<file path="config.mk">
export PLATFORM = sky130hd
export DESIGN_NAME = apbm_csr
export DESIGN_NICKNAME = d
export VERILOG_FILES = /design/src/rtl/apbm_pkg.sv /design/src/rtl/apbm_csr.sv
export SDC_FILE = /design/constraint.sdc
export NUM_CORES = 1
export LEC_CHECK = 0
export ABC_AREA = 0
export BUFFER_PORTS_ARGS = -buffer_cell sky130_fd_sc_hd__buf_2
export CORE_UTILIZATION = 30
export CTS_CLUSTER_DIAMETER = 40
export DETAILED_ROUTE_END_ITERATION = 7
export PLACE_DENSITY = 0.59
export SLEW_MARGIN = 15
export SYNTH_ARGS = -nofsm -noshare
export SYNTH_HDL_FRONTEND = slang
export SYNTH_SLANG_ARGS = --single-unit
</file>
<file path="constraint.sdc">
create_clock -name clock -period 1.6 [get_ports clock]
set_input_delay 0.4 -clock clock [delete_from_list [all_inputs] [get_ports clock]]
set_output_delay 0.4 -clock clock [all_outputs]
set_load 0.02 [all_outputs]
</file>
<file path="src/rtl/apbm_pkg.sv">
`timescale 1ns / 1ps
// Shared constants and types for the affine point and box map unit.
package apbm_pkg;

   localparam int DEF_FRAC_BITS  = 16;
   localparam int DEF_COORD_BITS = 32;
   localparam int CSR_IDX_BITS   = 3;

   typedef enum logic [CSR_IDX_BITS-1:0] {
      REG_COEFF_A  = 3'd0,
      REG_COEFF_B  = 3'd1,
      REG_COEFF_C  = 3'd2,
      REG_COEFF_D  = 3'd3,
      REG_OFFSET_E = 3'd4,
      REG_OFFSET_F = 3'd5
   } csr_reg_type;

endpackage

</file>
<file path="src/rtl/apbm_csr.sv">
`timescale 1ns / 1ps
// Matrix coefficient and offset registers with their write port.
module apbm_csr
   import apbm_pkg::*;
#(
   parameter int FRAC_BITS  = DEF_FRAC_BITS,
   parameter int COORD_BITS = DEF_COORD_BITS
) (
   input  logic                         clock,
   input  logic                         reset,
   input  logic                         csr_valid,
   input  logic [CSR_IDX_BITS-1:0]      csr_index,
   input  logic [COORD_BITS-1:0]        csr_data,
   output logic signed [COORD_BITS-1:0] coeff_a,
   output logic signed [COORD_BITS-1:0] coeff_b,
   output logic signed [COORD_BITS-1:0] coeff_c,
   output logic signed [COORD_BITS-1:0] coeff_d,
   output logic signed [COORD_BITS-1:0] offset_e,
   output logic signed [COORD_BITS-1:0] offset_f
);

   localparam logic [COORD_BITS-1:0] ONE = COORD_BITS'(1) << FRAC_BITS;

   logic [COORD_BITS-1:0] a_ff, b_ff, c_ff, d_ff, e_ff, f_ff;
   logic [COORD_BITS-1:0] a_in, b_in, c_in, d_in, e_in, f_in;

   always_comb begin
      a_in = a_ff;
      b_in = b_ff;
      c_in = c_ff;
      d_in = d_ff;
      e_in = e_ff;
      f_in = f_ff;
      if (csr_valid) begin
         case (csr_reg_type'(csr_index))
            REG_COEFF_A:  a_in = csr_data;
            REG_COEFF_B:  b_in = csr_data;
            REG_COEFF_C:  c_in = csr_data;
            REG_COEFF_D:  d_in = csr_data;
            REG_OFFSET_E: e_in = csr_data;
            REG_OFFSET_F: f_in = csr_data;
            default: ;
         endcase
      end
   end

   always_ff @(posedge clock) begin
      if (reset) begin
         a_ff <= ONE;
         b_ff <= '0;
         c_ff <= '0;
         d_ff <= ONE;
         e_ff <= '0;
         f_ff <= '0;
      end else begin
         a_ff <= a_in;
         b_ff <= b_in;
         c_ff <= c_in;
         d_ff <= d_in;
         e_ff <= e_in;
         f_ff <= f_in;
      end
   end

   assign coeff_a  = a_ff;
   assign coeff_b  = b_ff;
   assign coeff_c  = c_ff;
   assign coeff_d  = d_ff;
   assign offset_e = e_ff;
   assign offset_f = f_ff;

endmodule

</file>
==> results.txt <==
The run finished with clean final reports. Averaged over all synthesized cells, the footprint is 11.2 um2. Setup violations remaining at the end of the flow were counted as 0. In this run, CTS created clock tree buffers numbering 17. Using the TritonRoute via totals, the vias-per-cell ratio works out to 4.35. The final layout net count is 931. The number of synthesized flops with an enable pin is 0.

The via total after detailed routing is 5351. The number of warning messages in the yosys log is 0. The number of antenna cells inserted is 0.

The total negative setup slack came out at 0 ns. The placed wire-length estimate after detailed placement came out at 13.5 mm. Summing every instance area after synthesis gives 7460 um2.

The count of pins over their slew limit came out at 0. The total overflow left after global routing is 0. The worst-case IR drop observed on VDD is 0.697 mV. The stage delay of the slowest cell on the critical path came out at 0.36 ns. In this run the deepest clock path goes through 2 buffers.

The category of the critical setup timing path is register to primary output. The max-cap check violation count is 0. The worst hold path cell count came out at 3. Counting every instance in the synthesized netlist gives 666. The H-tree level count came out at 4. The worst hold path endpoint is coeff_d[16]. The final critical-path required period came out at 1.36 ns. The placeable core region is 24400 um2. The multi-input combinational cells in the finished layout cover a total of 3460 um2. In this run, post-CTS repair resized a total of 0 instances. The total iterations of the first detailed-routing run is 4. Dividing total power by cell area gives a power density of 1020 nW/um2. The number of hold buffers added after cts is 0. The clock edge transition at the registers on the reported setup and hold paths is 0.08 ns. Fill cells in the final layout number 2429. Counting instances in the post-synthesis netlist gives the leading cell types as 222 x nand2b_1, 192 x dfxtp_1, 192 x mux2i_1. The highest attainable clock frequency came out at 735 MHz. The startpoint identified for the worst hold timing path is csr_data[16]. The floorplan step defined a die boundary enclosing 25500 um2. The setup check on the worst reg-to-reg path leaves a slack of 0.97 ns. The number of global-route vias before repair is 5307. The floorplan step set the die height to 160 um. The slowest stage of the critical path is the dfxtp_1 cell. The initial cell density of the core is 30.6%. The final period utilization is 85.1%.

The most instantiated library cell after synthesis is nand2b_1. The number of buffers added on ports is 229. The number of remaining DRC errors is 0. The post-layout instance area is 9760 um2.

The number of clock sinks seen by CTS came out at 192. The wire length of the first global-routing pass came out at 31.5 mm. For this block, the routed nets add up to 19.8 mm of wire. The signal on the critical path passes through buf_2. After floorplanning, the core was divided into 57 placement rows. Along the worst path, the maximum fanout reaches 2. Across the whole layout, storage elements account for 3840 um2. The total routing usage reported by global routing came out at 15.8%. Of all flip-flops after synthesis, the portion carrying an async set or reset was 0%. Of the synthesized area, sequential elements account for 51.5%. The initial DRC count came out at 214. In this run, distinct cell masters in the synthesized netlist total 13.

The initial antenna violation count came to 0. Across the routed clock network, the largest skew measured is 0 ns. The worst register-to-register path has a depth of 2. The final RePlAce weighted congestion came out at 0.733. The post-synthesis register bit count is 192. The cell family contributing the most delay on the critical path is flip-flops. The combined buffer and inverter count along the critical path came out at 1. STA classifies the critical path endpoint as a primary output. The count of pins on the block boundary came out at 230. Setup repair after global routing left no endpoint under its margin. Sorting the synthesized cells by area gives the leading types as dfxtp_1 52%, mux2i_1 26%, nand2b_1 19%. The static power due to leakage came out at 5.16 nW. The arrival time reported for the critical path endpoint came out at 0.96 ns. The die is 160 um wide. The fraction of layout cells with a size suffix above 1 is 32.5%. The count of nets left with antenna violations once routing finished came out at 0. Among all flip-flop cells after synthesis, the most frequent one is dfxtp_1. The growth of design area from synthesis to finish is 30.7%. The final number of hold-violating endpoints is 0. Summing all placed instances gives a cell area of 9190 um2. At the pin with the least slew margin, the transition time is 0.408 ns. In this run the worst hold path is classified as primary input to register. The later pin in the worst-skew pair is clocked with a latency of 0.42 ns. The number of nets in the synthesized netlist came out at 704. The worst slew margin relative to its limit came out at 72.7%.

The worst setup path is launched from a register. The pin count of the biggest net entering global routing is 60. The top cell type's share of synthesized area is 51.5%. The TritonCTS clock tree is done. The required time at the worst-slack endpoint is 1.20 ns.

In this run the post-CTS setup repair buffer count came out at 0. The startpoint identified for the worst register-to-register timing path is coeff_b[12]. CTS placed an instance of clkbuf_16 at the clock tree root. The endpoint identified for the worst register-to-register timing path is coeff_b[12].

The wire length per cell is 16.1 um. The cell accounting for the most synthesized area is dfxtp_1.
worst max path at each step:
stage	from	to	slack, ns	depth (start not counted)
global placement	csr_index[1]	coeff_a[27]	0.005	4
CTS	coeff_b[6]	coeff_b[6]	0.21	1
detailed placement	csr_index[1]	coeff_a[30]	0.0008	4
finish	coeff_c[28]	coeff_c[28]	0.24	1
floorplan	csr_index[0]	coeff_a[21]	0.05	5
global route	coeff_b[6]	coeff_b[6]	0.18	1
power breakdown:
| group | internal (mW) | switching, mW |
|---|---|---|
| combinational | 0.356 | 0.477 |
| sequential | 4.88 | 0.0520 |
| clock | 2.10 | 2.07 |
| total | 7.34 | 2.60 |
metal layers:
layer  global-route usage (%)  vias up  routed length [um]
met5                        0        -                   0
li1                         -     2658                   -
met2                     24.6      153                8770
met3                     5.12        8                1380
met4                     3.54        0                 129
met1                     21.1     2532                9490
placed cells by master (no fill, tap or decap), drive strengths merged:
master and instances:
clkbuf 18, clkinv 4, nor4b 1, dfxtp 192, nand2b 222, nand4bb 3
nor2 3, inv 8, buf 257, mux2i 192, nand4b 2, nor4bb 1
clkinvlp 2, or4b 1
per-stage QoR:
step | setup slack [ns] | hold slack (ns) | instances | power, mW | utilization (%)
after global placement | 0.00528 | 0.454 | 1198 | 5.88 | 37.7
final | 0.239 | 0.283 | 1230 | 9.93 | 40.0
after CTS | 0.214 | 0.258 | 1230 | 10.1 | 40.0
after detailed placement | 0.000843 | 0.456 | 1198 | 5.89 | 37.7
after global routing | 0.175 | 0.269 | 1230 | 10.3 | 40.0
after floorplan | 0.0527 | 0.546 | 666 | 5.55 | -
cell families (layout without fill, tap and decap cells):
logic type | Yosys count | in the layout | share of synthesized area [%]
buffers and inverters | 49 | 289 | 2.92
DFF | 192 | 192 | 51.5
muxes | 192 | 192 | 25.8
and+or+nand+nor | 233 | 233 | 19.8
layout make-up:
cell class,instances,share of cell area (%)
well taps,324,4.16
multi-input cells,425,35.5
repair buffers,257,15.2
flip-flops and latches,192,39.4
clock inverters,14,1.26
clock buffers,18,4.50
state kept, by name (all words and copies together), names as in the netlist:
name / cells
coeff_b: 32
coeff_d: 32
coeff_a: 32
coeff_c: 32
offset_f: 32
offset_e: 32
(Power assumes the default switching activity.)
