## src/rtl/apbm_pkg.sv

```systemverilog
`timescale 1ns / 1ps
// Shared constants and types for the affine point and box map unit.
package apbm_pkg;

   localparam int DEF_FRAC_BITS  = 16;
   localparam int DEF_COORD_BITS = 32;
   localparam int CSR_IDX_BITS   = 3;

   typedef enum logic [CSR_IDX_BITS-1:0] {
      REG_COEFF_A  = 3'd0,
      REG_COEFF_B  = 3'd1,
      REG_COEFF_C  = 3'd2,
      REG_COEFF_D  = 3'd3,
      REG_OFFSET_E = 3'd4,
      REG_OFFSET_F = 3'd5
   } csr_reg_type;

endpackage

```

## src/rtl/apbm_edge.sv

```systemverilog
`timescale 1ns / 1ps
// Stage three: box edges at the extreme corners per axis, rounding shift on the output.
module apbm_edge
   import apbm_pkg::*;
#(
   parameter int FRAC_BITS  = DEF_FRAC_BITS,
   parameter int COORD_BITS = DEF_COORD_BITS
) (
   input  logic                                     clock,
   input  logic                                     reset,
   input  logic                                     in_valid,
   input  logic                                     down_ready,
   output logic                                     ready,
   output logic                                     out_valid,
   input  logic signed [2*COORD_BITS+2:0]           base_x,
   input  logic signed [2*COORD_BITS+2:0]           base_y,
   input  logic signed [2*COORD_BITS:0]             lo_x,
   input  logic signed [2*COORD_BITS:0]             hi_x,
   input  logic signed [2*COORD_BITS:0]             lo_y,
   input  logic signed [2*COORD_BITS:0]             hi_y,
   output logic signed [2*COORD_BITS+2-FRAC_BITS:0] left,
   output logic signed [2*COORD_BITS+2-FRAC_BITS:0] right,
   output logic signed [2*COORD_BITS+2-FRAC_BITS:0] top,
   output logic signed [2*COORD_BITS+2-FRAC_BITS:0] bottom
);

   localparam int ACC = 2 * COORD_BITS + 3;

   logic                  valid_ff, valid_in;
   logic signed [ACC-1:0] l_ff, r_ff, t_ff, b_ff;
   logic signed [ACC-1:0] l_in, r_in, t_in, b_in;

   assign ready = !valid_ff || down_ready;

   always_comb begin
      valid_in = ready ? in_valid : valid_ff;
      l_in = base_x + ACC'(lo_x);
      r_in = base_x + ACC'(hi_x);
      t_in = base_y + ACC'(lo_y);
      b_in = base_y + ACC'(hi_y);
   end

   always_ff @(posedge clock) begin
      if (reset) begin
         valid_ff <= 1'b0;
      end else begin
         valid_ff <= valid_in;
      end
      if (ready) begin
         l_ff <= l_in;
         r_ff <= r_in;
         t_ff <= t_in;
         b_ff <= b_in;
      end
   end

   assign out_valid = valid_ff;
   assign left   = l_ff[ACC-1:FRAC_BITS];
   assign right  = r_ff[ACC-1:FRAC_BITS];
   assign top    = t_ff[ACC-1:FRAC_BITS];
   assign bottom = b_ff[ACC-1:FRAC_BITS];

endmodule

```

## config.mk

```make
export PLATFORM = sky130hd
export DESIGN_NAME = apbm_edge
export DESIGN_NICKNAME = d
export VERILOG_FILES = /design/src/rtl/apbm_pkg.sv /design/src/rtl/apbm_edge.sv
export SDC_FILE = /design/constraint.sdc
export NUM_CORES = 1
export LEC_CHECK = 0
export ABC_AREA = 0
export BUFFER_PORTS_ARGS = -buffer_cell sky130_fd_sc_hd__buf_2
export CAP_MARGIN = 30
export CORE_AREA = 2 2 234 236
export DETAILED_ROUTE_END_ITERATION = 12
export DIE_AREA = 0 0 236 238
export GPL_TIMING_DRIVEN = 0
export SYNTH_ARGS = -nofsm -noshare
export SYNTH_HDL_FRONTEND = slang
export SYNTH_SLANG_ARGS = --single-unit
```

## constraint.sdc

```tcl
create_clock -name clock -period 6.9 [get_ports clock]
set_input_delay 1.035 -clock clock [delete_from_list [all_inputs] [get_ports clock]]
set_output_delay 1.035 -clock clock [all_outputs]
set_load 0.05 [all_outputs]
```

==> impl_metrics.json <==
{
  "postCtsSetupRepairBufs": 0,
  "ant_nets": 0,
  "avgSynthCellArea_um2": 9.00,
  "reg2reg_to": "t_ff[62]$_DFFE_PP_",
  "coreArea_mm2": 0.0535,
  "cts_root_buffer": "clkbuf_16",
  "die_w_um": 236,
  "synth-edff-count": 204,
  "r2r_slack_ps": 4630,
  "swShare_pct": 44.5,
  "wirelength_mm": 74.8,
  "vias_per_cell": 5.62,
  "synth_cell_types": 88,
  "critPathArrivalTime_ps": 4280,
  "drc": 0,
  "final_common_cell": "buf_2",
  "gp_congestion": 1.00,
  "cts_max_level": 1,
  "clkPwrFrac_pct": 23.0,
  "grt_pass1_vias": 19868,
  "finalCritPeriodShare_pct": 57.6,
  "placed_area_mm2": 0.0240,
  "crit_path_end_kind": "flop",
  "cp-start-kind": "input port",
  "nFillCells": 5271,
  "grt_pass1_wl_mm": 113,
  "synth_flop_cell": "edfxtp_1",
  "max_cap_viol_count": 0,
  "endpoint": "t_ff[60]$_DFFE_PP_",
  "dr.pass1.iters": 5,
  "finalHoldViolations": 0,
  "rsz0062_at_grt": "false",
  "worst_pin_slew_ps": 885,
  "drv_slew": 0,
  "setup_violations": 0,
  "startpoint": "base_y[9]",
  "grt_max_degree": 63,
  "num-nets-final": 3513,
  "drt_iter0_markers": 1459,
  "path_clk_slew_ps": 60,
  "rows": 85,
  "die_h_um": 238,
  "clock_skew_ps": 19.2,
  "ys_seq_elements": 205,
  "drive_gt1_share_pct": 24.4,
  "min_period_ps": 3980,
  "hpwl_mm": 63.5,
  "clock_path_buffers": 3,
  "p_per_area_mw_per_mm2": 245,
  "clk_latency_ps": 570,
  "clock.fmax_ghz": 0.251,
  "io_pins": 604,
  "combinationalPowerShare_pct": 47.1,
  "gr-total-overflow": 0,
  "tns_ps": 0,
  "die-area_mm2": 0.0562,
  "r2r_cells": 4,
  "syn_nets": 2879,
  "slew_headroom_pct": 41.0,
  "synth_cells": 2221,
  "seq_area_frac_synth_pct": 30.7,
  "layout_common_cells": "buf_2 (610), a21oi_1 (291), ha_1 (260), edfxtp_1 (204), nand2_1 (175)",
  "multi_input_area_mm2": 0.0132,
  "cts_hold_buf": 0,
  "holdWs_ps": 631,
  "vias": 20144,
  "p_leak_nw": 11.4,
  "start_util_pct": 37.4,
  "antenna_found_initial": 22,
  "intPower_mw": 3.38,
  "worstPathRequired_ps": 7200,
  "ir_worst_vdd_mv": 0.180,
  "crit_fanout": 6,
  "syn_area_mm2": 0.0200,
  "worstSetupPathType": "input port to flop",
  "tritoncts": "yes",
  "hp-class": "input port to flop",
  "design_area_mm2": 0.0249,
  "status": "completed",
  "yosys_warnings": 0,
  "async_flop_share_pct": 0,
  "cts.sinks": 205,
  "area_growth_pct": 24.4,
  "register_area_mm2": 0.00615,
  "wl_per_cell_um": 20.9,
  "numCtsBuffers": 26,
  "cts-resized-gates": 0,
  "track_usage_pct": 25.6,
  "p_sw_mw": 2.71,
  "reg2reg_from": "out_valid$_SDFFE_PP0P_",
  "placement.io_buffers": 603,
  "p_seq_share_pct": 29.8
}
==> worst max-delay path, stage by stage <==
cell	delay, ps
buf_2	120
ha_1	380
nand3_1	100
a211oi_1	310
o21ai_0	250
a311oi_2	320
o31ai_1	180
o41ai_2	500
a21oi_2	190
o41ai_1	470
o21ai_0	240
xnor2_1	170
==> cell usage after synthesis (13+ instances only) <==
master | instances | area [µm²]
clkbuf_1 | 59 | 221
nand3_1 | 44 | 220
ha_1 | 260 | 3250
inv_1 | 63 | 236
a21boi_0 | 13 | 97.6
o21a_1 | 13 | 97.6
o21ai_0 | 133 | 666
a21oi_1 | 291 | 1460
a31oi_1 | 30 | 188
o21bai_1 | 50 | 375
xor2_1 | 76 | 666
o211ai_1 | 14 | 105
edfxtp_1 | 204 | 6130
a211oi_1 | 23 | 173
nand4_1 | 76 | 475
a21o_1 | 136 | 1020
xnor2_1 | 124 | 1090
nor3_1 | 44 | 220
nor2b_1 | 28 | 175
nand2b_1 | 22 | 138
nor2_1 | 139 | 522
o31ai_1 | 13 | 97.6
nand2_1 | 175 | 657
==> metal layers <==
layer | GRT usage (%) | vias to the layer above | part of all wire (%)
met5 | 0 | - | 0.12
li1 | - | 9762 | -
met4 | 8.90 | 16 | 3.5
met3 | 4.78 | 146 | 6.8
met1 | 32.6 | 9428 | 43
met2 | 43.6 | 792 | 47
==> through the flow <==
stage | std cells | power, mW | util [%] | worst slack [ps]
6_report | 3582 | 6.09 | 46.5 | 2920
5_1_grt | 3580 | 6.38 | 46.5 | 2610
4_1_cts | 3569 | 6.12 | 46.4 | 2910
3_5_place_dp | 3523 | 4.68 | 44.8 | 2310
3_3_place_gp | 3520 | 4.67 | 44.6 | 91.8
2_1_floorplan | 2221 | 3.89 | - | 2060
==> power by group through the flow <==
stage | clock network [mW] | logic, mW | registers [mW]
floorplan | 0 | 1.09 | 2.80
global route | 1.49 | 3.06 | 1.84
global placement | 0 | 2.83 | 1.84
CTS | 1.44 | 2.86 | 1.82
detailed placement | 0 | 2.85 | 1.84
finish | 1.40 | 2.87 | 1.82
==> cell type report <==
class	instances	area share (%)
Multi-Input combinational cell	1873	53.0
Clock inverter	18	0.815
Tap cell	696	3.50
Inverter	63	0.951
Buffer	80	1.71
Sequential cell	205	24.7
Clock buffer	28	2.65
Timing Repair Buffer	606	12.5
Antenna cell	13	0.131
==> logic make-up (layout without fill, tap and decap cells) <==
group | after synthesis | in the layout | share of synthesized area, %
DFF | 205 | 205 | 30.7
buffers and inverters | 143 | 795 | 3.31
adders and majority gates | 260 | 260 | 16.3
xor gates and xnor gates | 200 | 200 | 8.76
other | 0 | 13 | 0
AOI/OAI and AO/OA | 819 | 819 | 26.4
and+or+nand+nor | 594 | 594 | 14.5
==> sequential cells by signal, indices dropped and copies added (netlist names) <==
signal	count
l_ff	51
out_valid	1
b_ff	51
r_ff	51
t_ff	51
==> worst min path at each step <==
stage,from,end,cells after the start
after detailed placement,out_valid$_SDFFE_PP0P_,out_valid$_SDFFE_PP0P_,2
after CTS,reset,out_valid$_SDFFE_PP0P_,2
final,reset,out_valid$_SDFFE_PP0P_,2
after floorplan,reset,out_valid$_SDFFE_PP0P_,1
after global routing,reset,out_valid$_SDFFE_PP0P_,2
after global placement,reset,out_valid$_SDFFE_PP0P_,2
Power figures use the tool's default switching activity.
