`src/rtl/apbm_pkg.sv`:
```
`timescale 1ns / 1ps
// Shared constants and types for the affine point and box map unit.
package apbm_pkg;

   localparam int DEF_FRAC_BITS  = 16;
   localparam int DEF_COORD_BITS = 32;
   localparam int CSR_IDX_BITS   = 3;

   typedef enum logic [CSR_IDX_BITS-1:0] {
      REG_COEFF_A  = 3'd0,
      REG_COEFF_B  = 3'd1,
      REG_COEFF_C  = 3'd2,
      REG_COEFF_D  = 3'd3,
      REG_OFFSET_E = 3'd4,
      REG_OFFSET_F = 3'd5
   } csr_reg_type;

endpackage

```
`src/rtl/apbm_sum.sv`:
```
`timescale 1ns / 1ps
// Stage two: origin sums with offset and rounding, and corner spread terms.
module apbm_sum
   import apbm_pkg::*;
#(
   parameter int FRAC_BITS  = DEF_FRAC_BITS,
   parameter int COORD_BITS = DEF_COORD_BITS
) (
   input  logic                             clock,
   input  logic                             reset,
   input  logic                             in_valid,
   input  logic                             down_ready,
   output logic                             ready,
   output logic                             out_valid,
   input  logic signed [2*COORD_BITS-1:0]   ax,
   input  logic signed [2*COORD_BITS-1:0]   cy,
   input  logic signed [2*COORD_BITS-1:0]   aw,
   input  logic signed [2*COORD_BITS-1:0]   ch,
   input  logic signed [2*COORD_BITS-1:0]   bx,
   input  logic signed [2*COORD_BITS-1:0]   dy,
   input  logic signed [2*COORD_BITS-1:0]   bw,
   input  logic signed [2*COORD_BITS-1:0]   dh,
   input  logic signed [COORD_BITS-1:0]     offset_e,
   input  logic signed [COORD_BITS-1:0]     offset_f,
   output logic signed [2*COORD_BITS+2:0]   base_x,
   output logic signed [2*COORD_BITS+2:0]   base_y,
   output logic signed [2*COORD_BITS:0]     lo_x,
   output logic signed [2*COORD_BITS:0]     hi_x,
   output logic signed [2*COORD_BITS:0]     lo_y,
   output logic signed [2*COORD_BITS:0]     hi_y
);

   localparam int PW  = 2 * COORD_BITS;
   localparam int PW1 = PW + 1;
   localparam int ACC = PW + 3;
   localparam logic signed [PW-1:0]  PZERO = '0;
   localparam logic signed [ACC-1:0] HALF  = ACC'(1) << (FRAC_BITS - 1);

   logic                  valid_ff, valid_in;
   logic signed [ACC-1:0] bx_ff, by_ff, bx_in, by_in;
   logic signed [PW1-1:0] lx_ff, hx_ff, ly_ff, hy_ff;
   logic signed [PW1-1:0] lx_in, hx_in, ly_in, hy_in;

   assign ready = !valid_ff || down_ready;

   always_comb begin
      valid_in = ready ? in_valid : valid_ff;
      bx_in = ACC'(ax) + ACC'(cy) + (ACC'(offset_e) <<< FRAC_BITS) + HALF;
      by_in = ACC'(bx) + ACC'(dy) + (ACC'(offset_f) <<< FRAC_BITS) + HALF;
      lx_in = PW1'(aw[PW-1] ? aw : PZERO) + PW1'(ch[PW-1] ? ch : PZERO);
      hx_in = PW1'(aw[PW-1] ? PZERO : aw) + PW1'(ch[PW-1] ? PZERO : ch);
      ly_in = PW1'(bw[PW-1] ? bw : PZERO) + PW1'(dh[PW-1] ? dh : PZERO);
      hy_in = PW1'(bw[PW-1] ? PZERO : bw) + PW1'(dh[PW-1] ? PZERO : dh);
   end

   always_ff @(posedge clock) begin
      if (reset) begin
         valid_ff <= 1'b0;
      end else begin
         valid_ff <= valid_in;
      end
      if (ready) begin
         bx_ff <= bx_in;
         by_ff <= by_in;
         lx_ff <= lx_in;
         hx_ff <= hx_in;
         ly_ff <= ly_in;
         hy_ff <= hy_in;
      end
   end

   assign out_valid = valid_ff;
   assign base_x = bx_ff;
   assign base_y = by_ff;
   assign lo_x   = lx_ff;
   assign hi_x   = hx_ff;
   assign lo_y   = ly_ff;
   assign hi_y   = hy_ff;

endmodule

```
`config.mk`:
```
export PLATFORM = sky130hd
export DESIGN_NAME = apbm_sum
export DESIGN_NICKNAME = d
export VERILOG_FILES = /design/src/rtl/apbm_pkg.sv /design/src/rtl/apbm_sum.sv
export SDC_FILE = /design/constraint.sdc
export NUM_CORES = 2
export LEC_CHECK = 0
export ABC_AREA = 0
export BUFFER_PORTS_ARGS = -buffer_cell sky130_fd_sc_hd__buf_2
export CAP_MARGIN = 20
export CORE_AREA = 2 2 380 382
export CTS_BUF_LIST = sky130_fd_sc_hd__clkbuf_8
export CTS_CLUSTER_SIZE = 8
export DETAILED_ROUTE_END_ITERATION = 7
export DIE_AREA = 0 0 382 384
export GPL_TIMING_DRIVEN = 1
export HOLD_SLACK_MARGIN = 0.02
export REMOVE_ABC_BUFFERS = 1
export SLEW_MARGIN = 20
export SYNTH_ARGS = -nofsm -noshare
export SYNTH_HDL_FRONTEND = slang
export SYNTH_SLANG_ARGS = --single-unit
```
`constraint.sdc`:
```
create_clock -name clock -period 56.4 [get_ports clock]
set_input_delay 16.92 -clock clock [delete_from_list [all_inputs] [get_ports clock]]
set_output_delay 16.92 -clock clock [all_outputs]
set_load 0.1 [all_outputs]
```
==> metrics.cfg <==
[outcome]
run_status = finished clean

[power_and_ir_drop]
seqPwrFrac_pct = 24.6
sw_power_mw = 0.979
power_frac_comb_pct = 57.1
switching_share_pct = 55.4
p_int_mw = 0.790
power-per-cell-area_mw_per_mm2 = 37.2
p_clk_share_pct = 18.3
worst_case_vdd_ir_drop_uv = 23.4
power.total_mw = 1.77
cellLeakagePower_nw = 21.6

[clocking]
cts-buffers-inserted = 84
deepest_level_of_the_cts_h_tree = 3
cts.sinks = 393
cts_resized = 0
hold_buffers = 0
clk_root_buffer_cell = clkbuf_8
cts_tree = done
cts_max_path_buffers = 3
clock_latency_ns = 0.77
post-cts-setup-buffer-count = 0
clkTransAtPathRegs_ns = 0.06

[grt]
grt.overflow.total = 0
via_count_of_the_first_global_routing_pass = 35346
global_route_wire_length_before_repair_um = 225000
antenna_found_initial = 88
grt_max_degree = 154
grt.total_usage_pct = 20.4

[setup_path]
cp_cell_sequence = buf_2, nand2b_4, buf_2
path_max_fanout = 22
timing.critical_path.mode_cell = buf_2
setup.worst_path.start = down_ready
slowest_delay_ns = 0.53
timing.critical_path.arrival_ns = 18.05
timing_worst_setup_path_type = in -> out
critical-path-slowest-cell = buf_2
r2r.worst_path.cells = 3
worst_ep_required_time_ns = 39.48
setup.worst_path.start_class = primary input
rrSetupSlack_ns = 53.75
setup_crit_end_kind = output port
critical_path.reg2reg.startpoint = out_valid$_SDFFE_PP0P_
worst_r2r_endpoint = lo_x[13]$_DFFE_PP_

[sta]
rsz0062_at_grt = false
slew_headroom_pct = 21.5
timing.clock.skew_ns = 0.0529
min_period_ns = 34.97
maxClockFrequency_ghz = 0.0286
post-route-worst-setup-slack_ns = 21.43
hold_ws_ns = 0.942
timing.final.hold_violations = 0
worstMarginPinSlew_ns = 1.16
fin_tns_setup_ns = 0
final_min_period_over_clock_period_pct = 62.0
timing.final.max_slew_violations = 0
setup_violations = 0

[yosys]
netlist-cell-type-count = 89
number_of_flip_flops_and_latches_in_the_synthesized_netlist = 393
synthesis.area_mm2 = 0.0392
yosys-top-cells-area = edfxtp_1 (30%), ha_1 (13%), a21oi_1 (5.4%)
synth.most_common_cell = a21oi_1
syn_inst = 4257
prevailing_post_synth_register_cell = edfxtp_1
synth.top_cells.by_count = a21oi_1 (419), ha_1 (414), edfxtp_1 (392), nor2b_1 (296), and2_1 (273)
ys_async_sr_fraction_pct = 0
yosys.area.top_type_share_pct = 30.1
yosys_warn_count = 0
synth_enable_flop_cells = 392
yosys.area.top_type = edfxtp_1
syn_area_per_cell_um2 = 9.20
synth_sequential_area_ratio_pct = 30.1

[floorplan]
initial_core_util_pct = 27.4
die_y_um = 384
pin_count = 976
die_w_um = 382
design.die.area_mm2 = 0.147
rows = 139
core_area_mm2 = 0.143

[hold_path]
hold_path_end = out_valid$_SDFFE_PP0P_
min-delay-path-class = reg -> reg
hold-path-cell-count = 2
worstHoldStart = out_valid$_SDFFE_PP0P_

[drt]
detail_route.iter0.violations = 2725
detail_route.wirelength_um = 157000
drt-wirelength-per-cell_um = 22.0
via_per_inst = 5.14
drc = 0
detailedRoute.firstPassIterationCount = 6
dr_total_vias = 36682
antenna_left = 0

[placed_design]
dp_cells = 6944
portbufs = 973
dp_hpwl_um = 131000
place_area_mm2 = 0.0457
detailedPlace.worstSlack_ns = 21.34
place.gp.congestion = 0.985

[flow_run]
cap_violations = 0

[finish]
layout-drive-gt1-share_pct = 22.1
final_util_pct = 33.3
fill_cells = 15070
finish.cell_count_without_fillers = 7140
finalNetCount = 6223
postLayoutCellArea_mm2 = 0.0475
multiInputGateArea_mm2 = 0.0262
layout-area-overhead-vs-synth_pct = 21.4
seqCellArea_mm2 = 0.0118

-- placed cells by master (no fill, tap or decap), types with 25 or more instances in the layout --
cell type  count
buf_2        969
a21oi_1      419
ha_1         414
edfxtp_1     392
nor2b_1      296
and2_1       273
nand2_1      264
a21o_1       224
xnor2_1      223
o21ai_0      213
nor2_1       202
xor2_1       138
inv_1        117
nand4_1      113
fa_1         102
clkbuf_8      85
nand3_1       77
o21bai_1      63
o21a_1        56
nor3_1        48
a31oi_1       46
diode_2       45
nand2b_1      37
a211oi_1      31
and3_1        26
o31ai_1       25
-- kinds of logic (layout without fill, tap and decap cells) --
kind of cell	Yosys count	count (layout)	synth area share (%)
simple gates	1417	1417	19.4
other cells	1	47	0.00958
flops	393	393	30.1
fa+ha+maj	516	516	18.4
buf+inv	292	1226	2.87
xor+xnor	361	361	8.08
compound gates	1277	1277	21.1
-- power groups by stage --
stage	Combinational (mW)	Clock [mW]	Sequential [mW]
final	1.01	0.323	0.435
after global routing	1.05	0.346	0.442
after CTS	1.01	0.336	0.436
after detailed placement	1.00	0	0.441
after global placement	1.01	0	0.440
after floorplan	0.271	0	0.955
-- area by class of cell --
class | count | area share [%]
Sequential cell | 393 | 24.8
Clock buffer | 85 | 2.46
Clock inverter | 66 | 1.05
Inverter | 93 | 0.735
Multi-Input combinational cell | 3573 | 55.2
Antenna cell | 45 | 0.237
Tap cell | 1903 | 5.01
Timing Repair Buffer | 982 | 10.5
-- registers in the layout, summed over array words and instances, names as in the netlist --
signal	count
hi_y	64
lo_x	65
lo_y	65
base_y	67
out_valid	1
base_x	67
hi_x	64
-- worst max-delay path, delay by kind of cell --
family / cells / cell delay [ns]
buffers and inverters: 2 / 0.61
AND/OR/NAND/NOR: 1 / 0.47
-- metal layers --
metal	GRT usage, %	vias up	part of all wire (%)
met5	0	-	0.13
met4	10.2	30	5.0
met3	4.41	341	7.5
met2	32.3	1514	45
met1	26.1	17414	42
li1	-	17383	-
-- how the worst max path moves through the flow --
stage / slack, ns / to / cells after the start
2_1_floorplan: 12.49 / ready / 1
3_3_place_gp: 21.35 / ready / 3
3_5_place_dp: 21.34 / ready / 3
4_1_cts: 21.34 / ready / 3
5_1_grt: 21.34 / ready / 3
6_report: 21.43 / ready / 3
No activity file was read; power rests on OpenSTA's default activity.
