--- src/rtl/apbm_pkg.sv ---
`timescale 1ns / 1ps
// Shared constants and types for the affine point and box map unit.
package apbm_pkg;

   localparam int DEF_FRAC_BITS  = 16;
   localparam int DEF_COORD_BITS = 32;
   localparam int CSR_IDX_BITS   = 3;

   typedef enum logic [CSR_IDX_BITS-1:0] {
      REG_COEFF_A  = 3'd0,
      REG_COEFF_B  = 3'd1,
      REG_COEFF_C  = 3'd2,
      REG_COEFF_D  = 3'd3,
      REG_OFFSET_E = 3'd4,
      REG_OFFSET_F = 3'd5
   } csr_reg_type;

endpackage

--- src/rtl/apbm_sat.sv ---
`timescale 1ns / 1ps
// Stage four: edge saturation, box size and the result register.
module apbm_sat
   import apbm_pkg::*;
#(
   parameter int FRAC_BITS  = DEF_FRAC_BITS,
   parameter int COORD_BITS = DEF_COORD_BITS
) (
   input  logic                                     clock,
   input  logic                                     reset,
   input  logic                                     in_valid,
   input  logic                                     down_ready,
   output logic                                     ready,
   output logic                                     out_valid,
   input  logic signed [2*COORD_BITS+2-FRAC_BITS:0] left,
   input  logic signed [2*COORD_BITS+2-FRAC_BITS:0] right,
   input  logic signed [2*COORD_BITS+2-FRAC_BITS:0] top,
   input  logic signed [2*COORD_BITS+2-FRAC_BITS:0] bottom,
   output logic signed [COORD_BITS-1:0]             out_x,
   output logic signed [COORD_BITS-1:0]             out_y,
   output logic [COORD_BITS-2:0]                    out_w,
   output logic [COORD_BITS-2:0]                    out_h
);

   localparam int EW  = 2 * COORD_BITS + 3 - FRAC_BITS;
   localparam int DW  = EW + 1;
   localparam logic [COORD_BITS-1:0] SMAX = {1'b0, {(COORD_BITS-1){1'b1}}};
   localparam logic [COORD_BITS-1:0] SMIN = {1'b1, {(COORD_BITS-1){1'b0}}};
   localparam logic [COORD_BITS-2:0] UMAX = '1;

   logic                         valid_ff, valid_in;
   logic signed [DW-1:0]         dx, dy;
   logic [COORD_BITS-1:0]        x_ff, y_ff, x_in, y_in;
   logic [COORD_BITS-2:0]        w_ff, h_ff, w_in, h_in;

   assign ready = !valid_ff || down_ready;

   always_comb begin
      valid_in = ready ? in_valid : valid_ff;
      dx = DW'(right) - DW'(left);
      dy = DW'(bottom) - DW'(top);

      if ((&left[EW-1:COORD_BITS-1]) || !(|left[EW-1:COORD_BITS-1])) begin
         x_in = left[COORD_BITS-1:0];
      end else begin
         x_in = left[EW-1] ? SMIN : SMAX;
      end
      if ((&top[EW-1:COORD_BITS-1]) || !(|top[EW-1:COORD_BITS-1])) begin
         y_in = top[COORD_BITS-1:0];
      end else begin
         y_in = top[EW-1] ? SMIN : SMAX;
      end
      w_in = (|dx[DW-1:COORD_BITS-1]) ? UMAX : dx[COORD_BITS-2:0];
      h_in = (|dy[DW-1:COORD_BITS-1]) ? UMAX : dy[COORD_BITS-2:0];
   end

   always_ff @(posedge clock) begin
      if (reset) begin
         valid_ff <= 1'b0;
      end else begin
         valid_ff <= valid_in;
      end
      if (ready) begin
         x_ff <= x_in;
         y_ff <= y_in;
         w_ff <= w_in;
         h_ff <= h_in;
      end
   end

   assign out_valid = valid_ff;
   assign out_x = x_ff;
   assign out_y = y_ff;
   assign out_w = w_ff;
   assign out_h = h_ff;

endmodule

--- config.mk ---
export PLATFORM = sky130hd
export DESIGN_NAME = apbm_sat
export DESIGN_NICKNAME = d
export VERILOG_FILES = /design/src/rtl/apbm_pkg.sv /design/src/rtl/apbm_sat.sv
export SDC_FILE = /design/constraint.sdc
export NUM_CORES = 1
export LEC_CHECK = 0
export BUFFER_PORTS_ARGS = -buffer_cell sky130_fd_sc_hd__clkbuf_2
export CAP_MARGIN = 20
export CORE_MARGIN = 8
export CORE_UTILIZATION = 50
export DETAILED_ROUTE_END_ITERATION = 10
export PLACE_DENSITY = 0.82
export SLEW_MARGIN = 20
export SYNTH_ARGS = -nofsm -noshare
export SYNTH_HDL_FRONTEND = slang
export SYNTH_SLANG_ARGS = --single-unit
--- constraint.sdc ---
create_clock -name clock -period 4.29 [get_ports clock]
set_input_delay 0 -clock clock [delete_from_list [all_inputs] [get_ports clock]]
set_output_delay 0 -clock clock [all_outputs]
set_load 0.02 [all_outputs]
==> results of run 1 <==
-- critical path, cell delays in order --
cell and delay (ps):
dlygate4sd3_1 520, clkbuf_2 130, ha_1 170, inv_1 50, fa_1 420, a21oi_1 220, o31ai_1 100, a21oi_1 230
o31a_1 220, o21ai_1 190, a311o_1 380, a311oi_1 340, mux2i_1 240, nand2_1 110, a2111oi_4 320, buf_4 390
nand2_1 110
-- power breakdown --
part           total, mW  internal (mW)  switching [mW]
sequential          1.42           1.41          0.0133
combinational       1.42          0.559           0.864
clock               1.52          0.878           0.644
-- cells in the mapped netlist, drive strengths merged, types with 3 or more instances --
cell type	n	share of area, %
a21boi	4	0.26
a221oi	6	0.51
clkbuf	43	1.4
a21o	64	4.1
buf	10	0.67
and4	7	0.53
o21ai	75	3.2
and2	8	0.43
o22ai	4	0.22
a21oi	141	6.1
a2111oi	5	0.59
nand3	22	0.95
nor3	32	1.4
a211o	4	0.30
a311oi	4	0.30
or3	4	0.22
or2	5	0.27
xnor2	39	2.9
o21bai	19	1.2
a211oi	15	1.1
o21a	19	1.2
nand2b	16	0.86
ha	102	11
xor2	35	2.6
o221ai	3	0.23
and3	6	0.32
o2111ai	3	0.28
o211ai	13	0.84
inv	139	4.5
a31oi	10	0.54
o31ai	9	0.58
o221a	3	0.29
nor4	19	1.2
nand2	162	5.2
nor2b	7	0.38
nand4	40	2.2
o31a	8	0.60
nor2	151	4.9
o311ai	3	0.23
edfxtp	126	33
-- placed cells by master, fill, tap and decap left out, drive strengths merged, types with 5 or more instances in the layout --
master         n
nand2b        16
o21bai        19
a221oi         6
dlygate4sd3   66
nor2         151
nand2        162
nor4          19
and4           7
buf           10
or2            5
a21o          64
clkbuf       353
a21oi        141
xor2          35
a211oi        15
o21ai         75
ha           102
o211ai        13
inv          148
edfxtp       126
nand4         40
a2111oi        5
nor2b          7
o31ai          9
o21a          19
nand3         22
nor3          32
xnor2         39
and3           6
o31a           8
and2           8
a31oi         10
-- path summary, 6_finish.rpt --
kind                            slack (ps)  cells after the start                       to
worst min register to register        1190                      1  out_w[10]$_SDFFCE_PP1P_
worst max-delay path                   280                     17   out_w[3]$_SDFFCE_PP1P_
worst min-delay path                    40                      3   out_h[1]$_SDFFCE_PP1P_
worst max register to register        2080                      4   out_valid$_SDFFE_PP0P_
-- layer usage --
metal	share of wire [%]	up-vias
li1	-	5868
met1	38	5726
met2	50	678
met3	7.9	96
met4	3.6	0
met5	0	-
-- stage by stage --
stage               std cells  hold slack (ps)
global route             2089             92.2
floorplan                1413             69.1
detailed placement       1990              165
finish                   2089             44.8
global placement         1990              154
CTS                      2088             41.2
-- flip-flops by register name, summed over array words and instances (netlist names) --
| register | count |
|---|---|
| out_valid | 1 |
| out_w | 31 |
| out_x | 32 |
| out_y | 32 |
| out_h | 31 |
-- layout make-up --
class | count | share of cell area, %
Sequential cell | 127 | 25.7
Clock inverter | 14 | 1.14
Multi-Input combinational cell | 1094 | 47.8
Tap cell | 285 | 2.41
Timing Repair Buffer | 411 | 16.4
Inverter | 139 | 3.53
Antenna cell | 1 | 0.0169
Clock buffer | 18 | 2.91
-- logic make-up (layout without fill, tap and decap cells) --
| group | Yosys count | after routing | share of synthesized area (%) |
|---|---|---|---|
| AO/OA/AOI/OAI | 426 | 426 | 24.0 |
| XOR/XNOR | 74 | 74 | 5.59 |
| adder cells (fa/ha/maj) | 104 | 104 | 11.3 |
| buffers and inverters | 192 | 582 | 6.57 |
| flip-flops | 127 | 127 | 32.8 |
| multiplexers | 3 | 3 | 0.270 |
| other | 0 | 1 | 0 |
| AND/OR/NAND/NOR | 487 | 487 | 19.5 |
-- repair_timing --
item | in CTS | in global routing
hold buffers | 66 | 0
endpoints found under the hold margin | 65 | 0
endpoints found under the setup margin | 0 | 30
gates resized for setup | 0 | 2
==> results by group, run 1 <==
Timing
  – Max Fclk: roughly 250 MHz
  – Unrepaired setup endpoints after global routing: no
  – Max-slew violation count: 0
  – Period utilisation layout: between 90% and 100%
  – Relative slew margins: around a third
  – Final WS setup: around 280 ps
  – Final hold vios: 0
  – Final Critical Period: 4010 ps
  – Worst clock skew: 11.4 ps
  – Setup TNS: 0 ps
  – Measured slew at the worst slew-check pin: 1020 ps
  – Final setup vio count: 0

Synth
  – Async S/R FF share, synth: 0%
  – Register area share after synthesis: between 30% and 40%
  – Number of synthesized flops with an enable pin: ~130
  – Post-synth top flop: edfxtp_1
  – Mapped Cells: 1413
  – #FFs+latches synth: around 130
  – Average cell area after synthesis: 8.21 sq um
  – Post-Syn Area: about 0.012 sq mm
  – Count of different cell masters after synthesis: 75
  – Post-Syn Nets: approximately 1.7k
  – Ys Warns: 0

Placement
  – Final HPWL DP: around 32000 microns
  – GPL Wtd Cong: 0.966
  – Cell area after placement: 0.0135 sq mm
  – Port Buffers: 335
  – Pre-CTS setup slack: 295 ps

Layout
  – Post-route design area: between 0.01 and 0.015 sq mm
  – Seq. cell area: 0.00380 sq mm
  – End-of-flow core utilization: 65.0%
  – Filler cell count: about 1.9k
  – Area growth syn-to-layout: 27.3%
  – Multi-input gate area: around 0.0071 sq mm
  – NumNets Final: about 2.1k
  – Share of layout cells above drive strength 1: 22.3%

Global routing
  – Largest net degree at the start of global routing: 68
  – Met3 Use GR: 5.43%
  – GR Util met1: 30.6%
  – GRT overflow: 0
  – GR Util met2: about half
  – Initial antenna violation count: 1
  – First-pass GRT wire length: ~64000 microns
  – Tot GR Track Use: approximately 28%
  – Number of global-route vias before repair: 12.5k
  – Most used routing layer: met2

Power and ir drop
  – Power per cell area: ~300 mW/mm^2
  – Leak Pwr: 6.70 nW
  – Peak supply drop: ~0.23 mV
  – Total power: 4.37 mW

Critical path
  – FF-to-FF Start: out_valid$_SDFFE_PP0P_
  – Crit end category: register
  – CP arrival: 4170 ps
  – Worst-path fanout max: 31
  – Critical path launch point: left[0]
  – WS Path Type: primary input to register
  – Worst Path Required: around 4500 ps
  – Worst setup SP type: primary input

Detailed routing
  – Vias: roughly 12k
  – Initial drt markers: 1062
  – Final WL: 40600 microns
  – Final ANT Viol Nets: 0
  – Vias per Instance: 5.92
  – DRT Pass-1 Iters: 7
  – Wire per inst: 19.4 microns
  – DRC viols: 0

Floorplanning
  – Boundary pin count: ~340
  – Die X: 168 microns
  – Core area: 0.0227 sq mm
  – Die Area: between 0.02 and 0.03 sq mm
  – Initial core utilization: about 51%
  – FP Rows: 55
  – Die height: 168 microns

Clock network
  – Total CTS buffers: 17
  – H-tree Lvls: 4
  – Clock latency on the worst-skew pair: 430 ps
  – TritonCTS Sinks: 127
  – Root Driver: clkbuf_16
  – TritonCTS clock tree: built
  – Post CTS Setup Buffer Count: 0
  – Worst-path clk slew: 70 ps
  – CTS max path bufs: 2

Min path
  – Hold WC Path Type: primary input to register
  – Worst Hold Launch: bottom[1]

Flow run
  – Max_cap viols: 0

Outcome
  – Run status: complete, no violations
No activity file was read; power rests on OpenSTA's default activity.
==> inputs of run 2 (changes only) <==
- ABC_AREA: default -> 1
- ABC_CLOCK_PERIOD_IN_PS: default -> 4290
- PLACE_DENSITY: 0.82 -> 0.8
==> run 2 against run 1 <==
Critical path depth did not move. Sequential power is essentially flat. Count of clock-buffer cells in the layout grew 1. Worst hold slack got worse by 29 ps. Non-clock buffer count decreased by 18. Die area is 22% higher. Routed wire length is 41% higher. Global-route usage up 4.6 points. Sequential share of layout area down 4.1 points. Core utilization fell by 3.8 points. Synthesized cell count increased by 67%. Cell count grew 50%.
==> results by group, run 2 <==
Outcome
  – Run status: complete, no violations

Clock network
  – Clock latency on the worst-skew pair: 450 ps
  – TritonCTS clock tree: built
  – Root Driver: clkbuf_16
  – CTS max path bufs: 2
  – Total CTS buffers: 17
  – Post CTS Setup Buffer Count: 0
  – Worst-path clk slew: 60 ps
  – H-tree Lvls: 4
  – TritonCTS Sinks: 127

Timing
  – Unrepaired setup endpoints after global routing: no
  – Relative slew margins: 50.0%
  – Worst clock skew: 17.3 ps
  – Max Fclk: approximately 300 MHz
  – Measured slew at the worst slew-check pin: about 750 ps
  – Max-slew violation count: 0
  – Final Critical Period: 3360 ps
  – Setup TNS: 0 ps
  – Period utilisation layout: 78.4%
  – Final setup vio count: 0
  – Final hold vios: 0

Layout
  – Share of layout cells above drive strength 1: around 17%
  – Area growth syn-to-layout: 21.1%
  – Commonest cells after routing, fill and taps aside: nand2_1 (839), inv_1 (542), clkbuf_2 (335)
  – Commonest non-fill, non-tap cell in the layout: nand2_1
  – Filler cell count: 2820
  – Antenna cells: 0
  – NumNets Final: 3048

Synth
  – Compound-Gate Fraction of Synth Area: 6.05%
  – Share of the synthesized area in the top cell type: 26.1%
  – Simple-Gate Fraction of Synth Area: 38.8%
  – Post-Syn Nets: 2668
  – Largest area contributor in the netlist: edfxtp_1
  – Ys Warns: 0
  – Register area share after synthesis: 26.3%
  – Multiplexer share of the synthesized area: 0%
  – Synth Area in XOR/XNOR: under 10%
  – Post-Synth Adder-Cell Area: 9.09%
  – #FFs+latches synth: 127
  – Dominant cells by area after synthesis: edfxtp_1 (26%), nand2_1 (22%), inv_1 (14%), ha_1 (8.8%), nor2_1 (4.8%)
  – Post-Syn Area: 0.0145 sq mm
  – Average cell area after synthesis: 6.15 sq um
  – Largest family of logic cells by synthesized area: simple AND/OR/NAND/NOR gates
  – Count of different cell masters after synthesis: 38
  – Synth cell count leaders: nand2_1 (840), inv_1 (542), nor2_1 (184)
  – Most common cell in the netlist: nand2_1
  – Number of synthesized flops with an enable pin: 126
  – Async S/R FF share, synth: 0%
  – Post-synth top flop: edfxtp_1
  – Mapped Cells: 2356

Global routing
  – Initial antenna violation count: 0
  – GRT overflow: 0
  – First-pass GRT wire length: 85900 microns
  – Tot GR Track Use: about a third
  – Number of global-route vias before repair: 16.0k
  – Largest net degree at the start of global routing: 53

Floorplanning
  – Boundary pin count: 336
  – Die Area: 0.0347 sq mm
  – FP Rows: 62
  – Die height: 186 microns
  – Initial core utilization: about half
  – Die X: 186 microns
  – Core area: between 0.02 and 0.03 sq mm

Detailed routing
  – Final WL: 57200 microns
  – Vias: around 16k
  – Vias per Instance: 5.18
  – Initial drt markers: 1382
  – DRC viols: 0
  – DRT Pass-1 Iters: 6
  – Final ANT Viol Nets: 0
  – Wire per inst: 18.2 microns

Power and ir drop
  – Leak Pwr: ~10 nW
  – Power per cell area: roughly 270 mW/mm^2
  – Peak supply drop: 0.210 mV
  – Total power: around 4.7 mW

Placement
  – Final HPWL DP: 48200 microns
  – Port Buffers: 335
  – GPL Wtd Cong: 0.988

Critical path
  – Worst Path Required: between 4000 and 5000 ps
  – Flop-to-flop setup slack: 2400 ps
  – WS Path Type: primary input to register
  – Crit end category: register
  – Worst-path fanout max: 31
  – CP arrival: around 3500 ps
  – Worst setup SP type: primary input

Min path
  – Hold WC Path Type: primary input to register

Flow run
  – Max_cap viols: 0
-- run 2: through the flow --
step / std cells / hold slack [ps] / util [%] / area, sq um / worst slack (ps)
3_5_place_dp: 3053 / 173 / 57.6 / 16500 / 1090
6_report: 3133 / 16.3 / 61.3 / 17500 / 928
3_3_place_gp: 3053 / 154 / 57.6 / 16500 / 1180
2_1_floorplan: 2356 / 69.1 / - / 14500 / 502
5_1_grt: 3133 / 18.2 / 61.3 / 17500 / 746
4_1_cts: 3133 / 0.322 / 61.3 / 17500 / 987
-- run 2: cell type report --
| class | count | area [sq um] | share of cell area [%] |
|---|---|---|---|
| multi-input cells | 1638 | 8340 | 47.6 |
| flip-flops and latches | 127 | 3800 | 21.7 |
| repair buffers | 393 | 2230 | 12.7 |
| inverters | 559 | 2100 | 12.0 |
| well taps | 384 | 480 | 2.74 |
| clock buffers | 19 | 433 | 2.47 |
| clock inverters | 13 | 154 | 0.877 |
-- run 2: cell families (layout without fill, tap and decap cells) --
| kind of cell | count (synthesis) | after routing |
|---|---|---|
| xor gates and xnor gates | 58 | 58 |
| adders and majority gates | 104 | 104 |
| buffers and inverters | 591 | 984 |
| DFF | 127 | 127 |
| AOI/OAI and AO/OA | 166 | 166 |
| and+or+nand+nor | 1310 | 1310 |
-- run 2: power breakdown --
| part | total, mW | internal, mW | switching (mW) |
|---|---|---|---|
| registers | 1.42 | 1.41 | 0.0125 |
| clock network | 1.50 | 0.870 | 0.631 |
| logic | 1.73 | 0.580 | 1.15 |
| total | 4.66 | 2.86 | 1.80 |
-- run 2: what timing repair did --
action                                 CTS  global route
gates resized for setup                  0             0
endpoints found under the hold margin   47             0
hold buffers                            48             0
-- run 2: path summary, 6_finish.rpt --
| check | from | end | cells past startpoint |
|---|---|---|---|
| worst min-delay path | left[17] | out_x[17]$_DFFE_PP_ | 3 |
| worst min register to register | out_valid$_SDFFE_PP0P_ | out_y[19]$_DFFE_PP_ | 1 |
| worst max-delay path | left[18] | out_w[17]$_SDFFCE_PP1P_ | 17 |
| worst max register to register | out_valid$_SDFFE_PP0P_ | out_w[24]$_SDFFCE_PP1P_ | 2 |
-- run 2: per-layer routing --
metal	vias up	global-route usage (%)	wire, microns
met5	-	0	0
li1	8054	-	-
met2	692	58.7	28400
met4	0	13.2	2400
met1	7330	37.5	22800
met3	139	4.23	3630
-- run 2: critical path, stage by stage --
cell and delay (ps):
dlygate4sd3_1 530, clkbuf_2 100, inv_1 80, ha_1 370, nand2_1 130, nor2_2 210
inv_2 50, nor2_2 250, nand4_1 190, nand3_2 210, nand2_1 100, nand3_1 80
nand2_1 60, nor2_1 190, nand2_1 130, nor2_4 570, nand4_1 200
==> inputs of run 3 (changes only) <==
- ABC_CLOCK_PERIOD_IN_PS: 4290 -> 3210
- clock period: 4.29 -> 3.21 ns (I/O delays scaled with it)
==> run 3 against run 2 <==
Cell count rose by 0.26%. Via count rose by 1.3%. Non-clock buffer count rose by 8. First-iteration DRC count up 14%. Worst hold slack improved by 5.3 ps. Critical endpoint is now out_w[11]$_SDFFCE_PP1P_. Setup slack lost 670 ps. Sequential share of layout area fell by 0.17 points. Sequential power up 35%. Largest power group unchanged. Power grew 35%.
==> results by group, run 3 (synthesized netlist as in run 2, its figures left out) <==
Outcome
  – Run status: complete, no violations

Timing
  – Max Fclk: ~340 MHz
  – Final hold vios: 0
  – Worst clock skew: 12.1 ps
  – Final setup vio count: 0
  – Max-slew violation count: 0
  – Measured slew at the worst slew-check pin: 1020 ps
  – Unrepaired setup endpoints after global routing: no
  – Final Critical Period: 2950 ps
  – Hold_ws: 21.5 ps
  – Relative slew margins: 31.7%
  – Final WS setup: about 260 ps
  – Period utilisation layout: 91.9%
  – Setup TNS: 0 ps

Critical path
  – Flop-to-flop setup slack: 1190 ps
  – CP cell instances: dlygate4sd3_1 > clkbuf_2 > inv_1 > ha_1 > nand2_1 > nor2_1 > inv_2 > nor2_2 > inv_1 > nor2_1 > o21ai_0 > nand2_1 > nor2_1 > nand2_1 > nand2_1 > nor2_4 > buf_4 > nand4_1
  – Crit end category: register
  – Worst-path fanout max: 31
  – CP most frequent cell: nand2_1
  – CP arrival: 3100 ps
  – Slowest cell on crit path: dlygate4sd3_1
  – Max stage delay on crit path: 540 ps
  – Worst path buffer plus inverter count: 6
  – WS Path Type: primary input to register
  – Crit-path leading delay family: simple AND/OR/NAND/NOR gates
  – Worst Path Required: about 3400 ps
  – Worst setup SP type: primary input

Power and ir drop
  – Leak Pwr: 9.78 nW
  – Power per cell area: 355 mW/mm^2
  – Peak supply drop: 0.306 mV
  – Total power: 6.28 mW

Flow run
  – Max_cap viols: 0

Detailed routing
  – DRT Pass-1 Iters: 6
  – Initial drt markers: about 1.6k
  – DRC viols: 0
  – Final WL: about 57000 microns
  – Wire per inst: 18.3 microns
  – Vias: 16.4k
  – Vias per Instance: 5.23
  – Final ANT Viol Nets: 0

Layout
  – Antenna cells: 0
  – Area growth syn-to-layout: 22.1%
  – Commonest non-fill, non-tap cell in the layout: nand2_1
  – Commonest cells after routing, fill and taps aside: nand2_1 (839), inv_1 (542), clkbuf_2 (335)
  – End-of-flow core utilization: 61.8%
  – Filler cell count: 2775
  – Share of layout cells above drive strength 1: 16.8%
  – NumNets Final: 3056

Global routing
  – Number of global-route vias before repair: 15.8k
  – GRT overflow: 0
  – First-pass GRT wire length: ~85000 microns
  – Tot GR Track Use: 32.1%
  – Initial antenna violation count: 0
  – Largest net degree at the start of global routing: 129

Placement
  – Final HPWL DP: 47800 microns
  – Pre-CTS setup slack: 342 ps
  – GPL Wtd Cong: a little over 1
  – Port Buffers: approximately 340

Clock network
  – CTS max path bufs: 2
  – H-tree Lvls: 4
  – Total CTS buffers: 17
  – TritonCTS clock tree: built
  – Clock latency on the worst-skew pair: between 400 and 500 ps
  – TritonCTS Sinks: roughly 130
  – Root Driver: clkbuf_16
  – Worst-path clk slew: 70 ps

Floorplanning
  – Core area: 0.0286 sq mm
  – Die Area: 0.0347 sq mm
  – Die height: 186 microns
  – FP Rows: 62
  – Boundary pin count: between 300 and 400
  – Die X: ~190 microns
  – Initial core utilization: between 50% and 60%

Min path
  – Hold WC Path Type: primary input to register
run 3: cell count changes in the layout (fill, tap and decap cells not counted), sizes merged:
cell / before / now
bufinv: 2 / 1
buf: 10 / 15
clkbuf: 354 / 352
clkinv: 4 / 2
dlygate4sd3: 48 / 51
inv: 564 / 569
run 3: layout make-up:
type                            count  area, sq um  area share (%)
Sequential cell                   127         3800            21.5
Timing Repair Buffer              401         2350            13.3
Clock inverter                     15          168           0.948
Inverter                          559         2100            11.9
Clock buffer                       17          425            2.41
Multi-Input combinational cell   1638         8350            47.2
Tap cell                          384          480            2.72
run 3: worst min-delay path: stages:
cell	delay, ps
clkbuf_2	80
inv_1	70
o21ai_0	110
run 3: repair_timing:
action,CTS,global route
endpoints found under the setup margin,0,1
endpoints found under the hold margin,50,0
buffers inserted,0,0
resized for setup,0,1
hold buffers,51,0
run 3: path summary, 6_finish.rpt:
kind	startpoint	end	cells past startpoint
worst max register to register	out_valid$_SDFFE_PP0P_	out_valid$_SDFFE_PP0P_	3
worst min register to register	out_valid$_SDFFE_PP0P_	out_x[9]$_DFFE_PP_	1
worst min-delay path	left[28]	out_x[28]$_DFFE_PP_	3
worst max-delay path	left[27]	out_w[11]$_SDFFCE_PP1P_	18
run 3: stage by stage:
stage / cells / cell area (sq um)
floorplan: 2356 / 14500
global placement: 3058 / 16600
detailed placement: 3058 / 16600
CTS: 3141 / 17700
global route: 3141 / 17700
finish: 3141 / 17700
run 3: power by group:
part	internal (mW)	switching, mW	total (mW)
Clock	1.11	0.939	2.05
Combinational	0.787	1.54	2.33
Sequential	1.88	0.0209	1.91
Total	3.78	2.50	6.28
run 3: layer usage:
layer	global-route usage, %	vias up	share of wire [%]
met4	13.6	0	4.4
li1	-	8064	-
met5	0	-	0
met2	57.3	815	49
met3	4.78	158	7.5
met1	37.8	7395	39
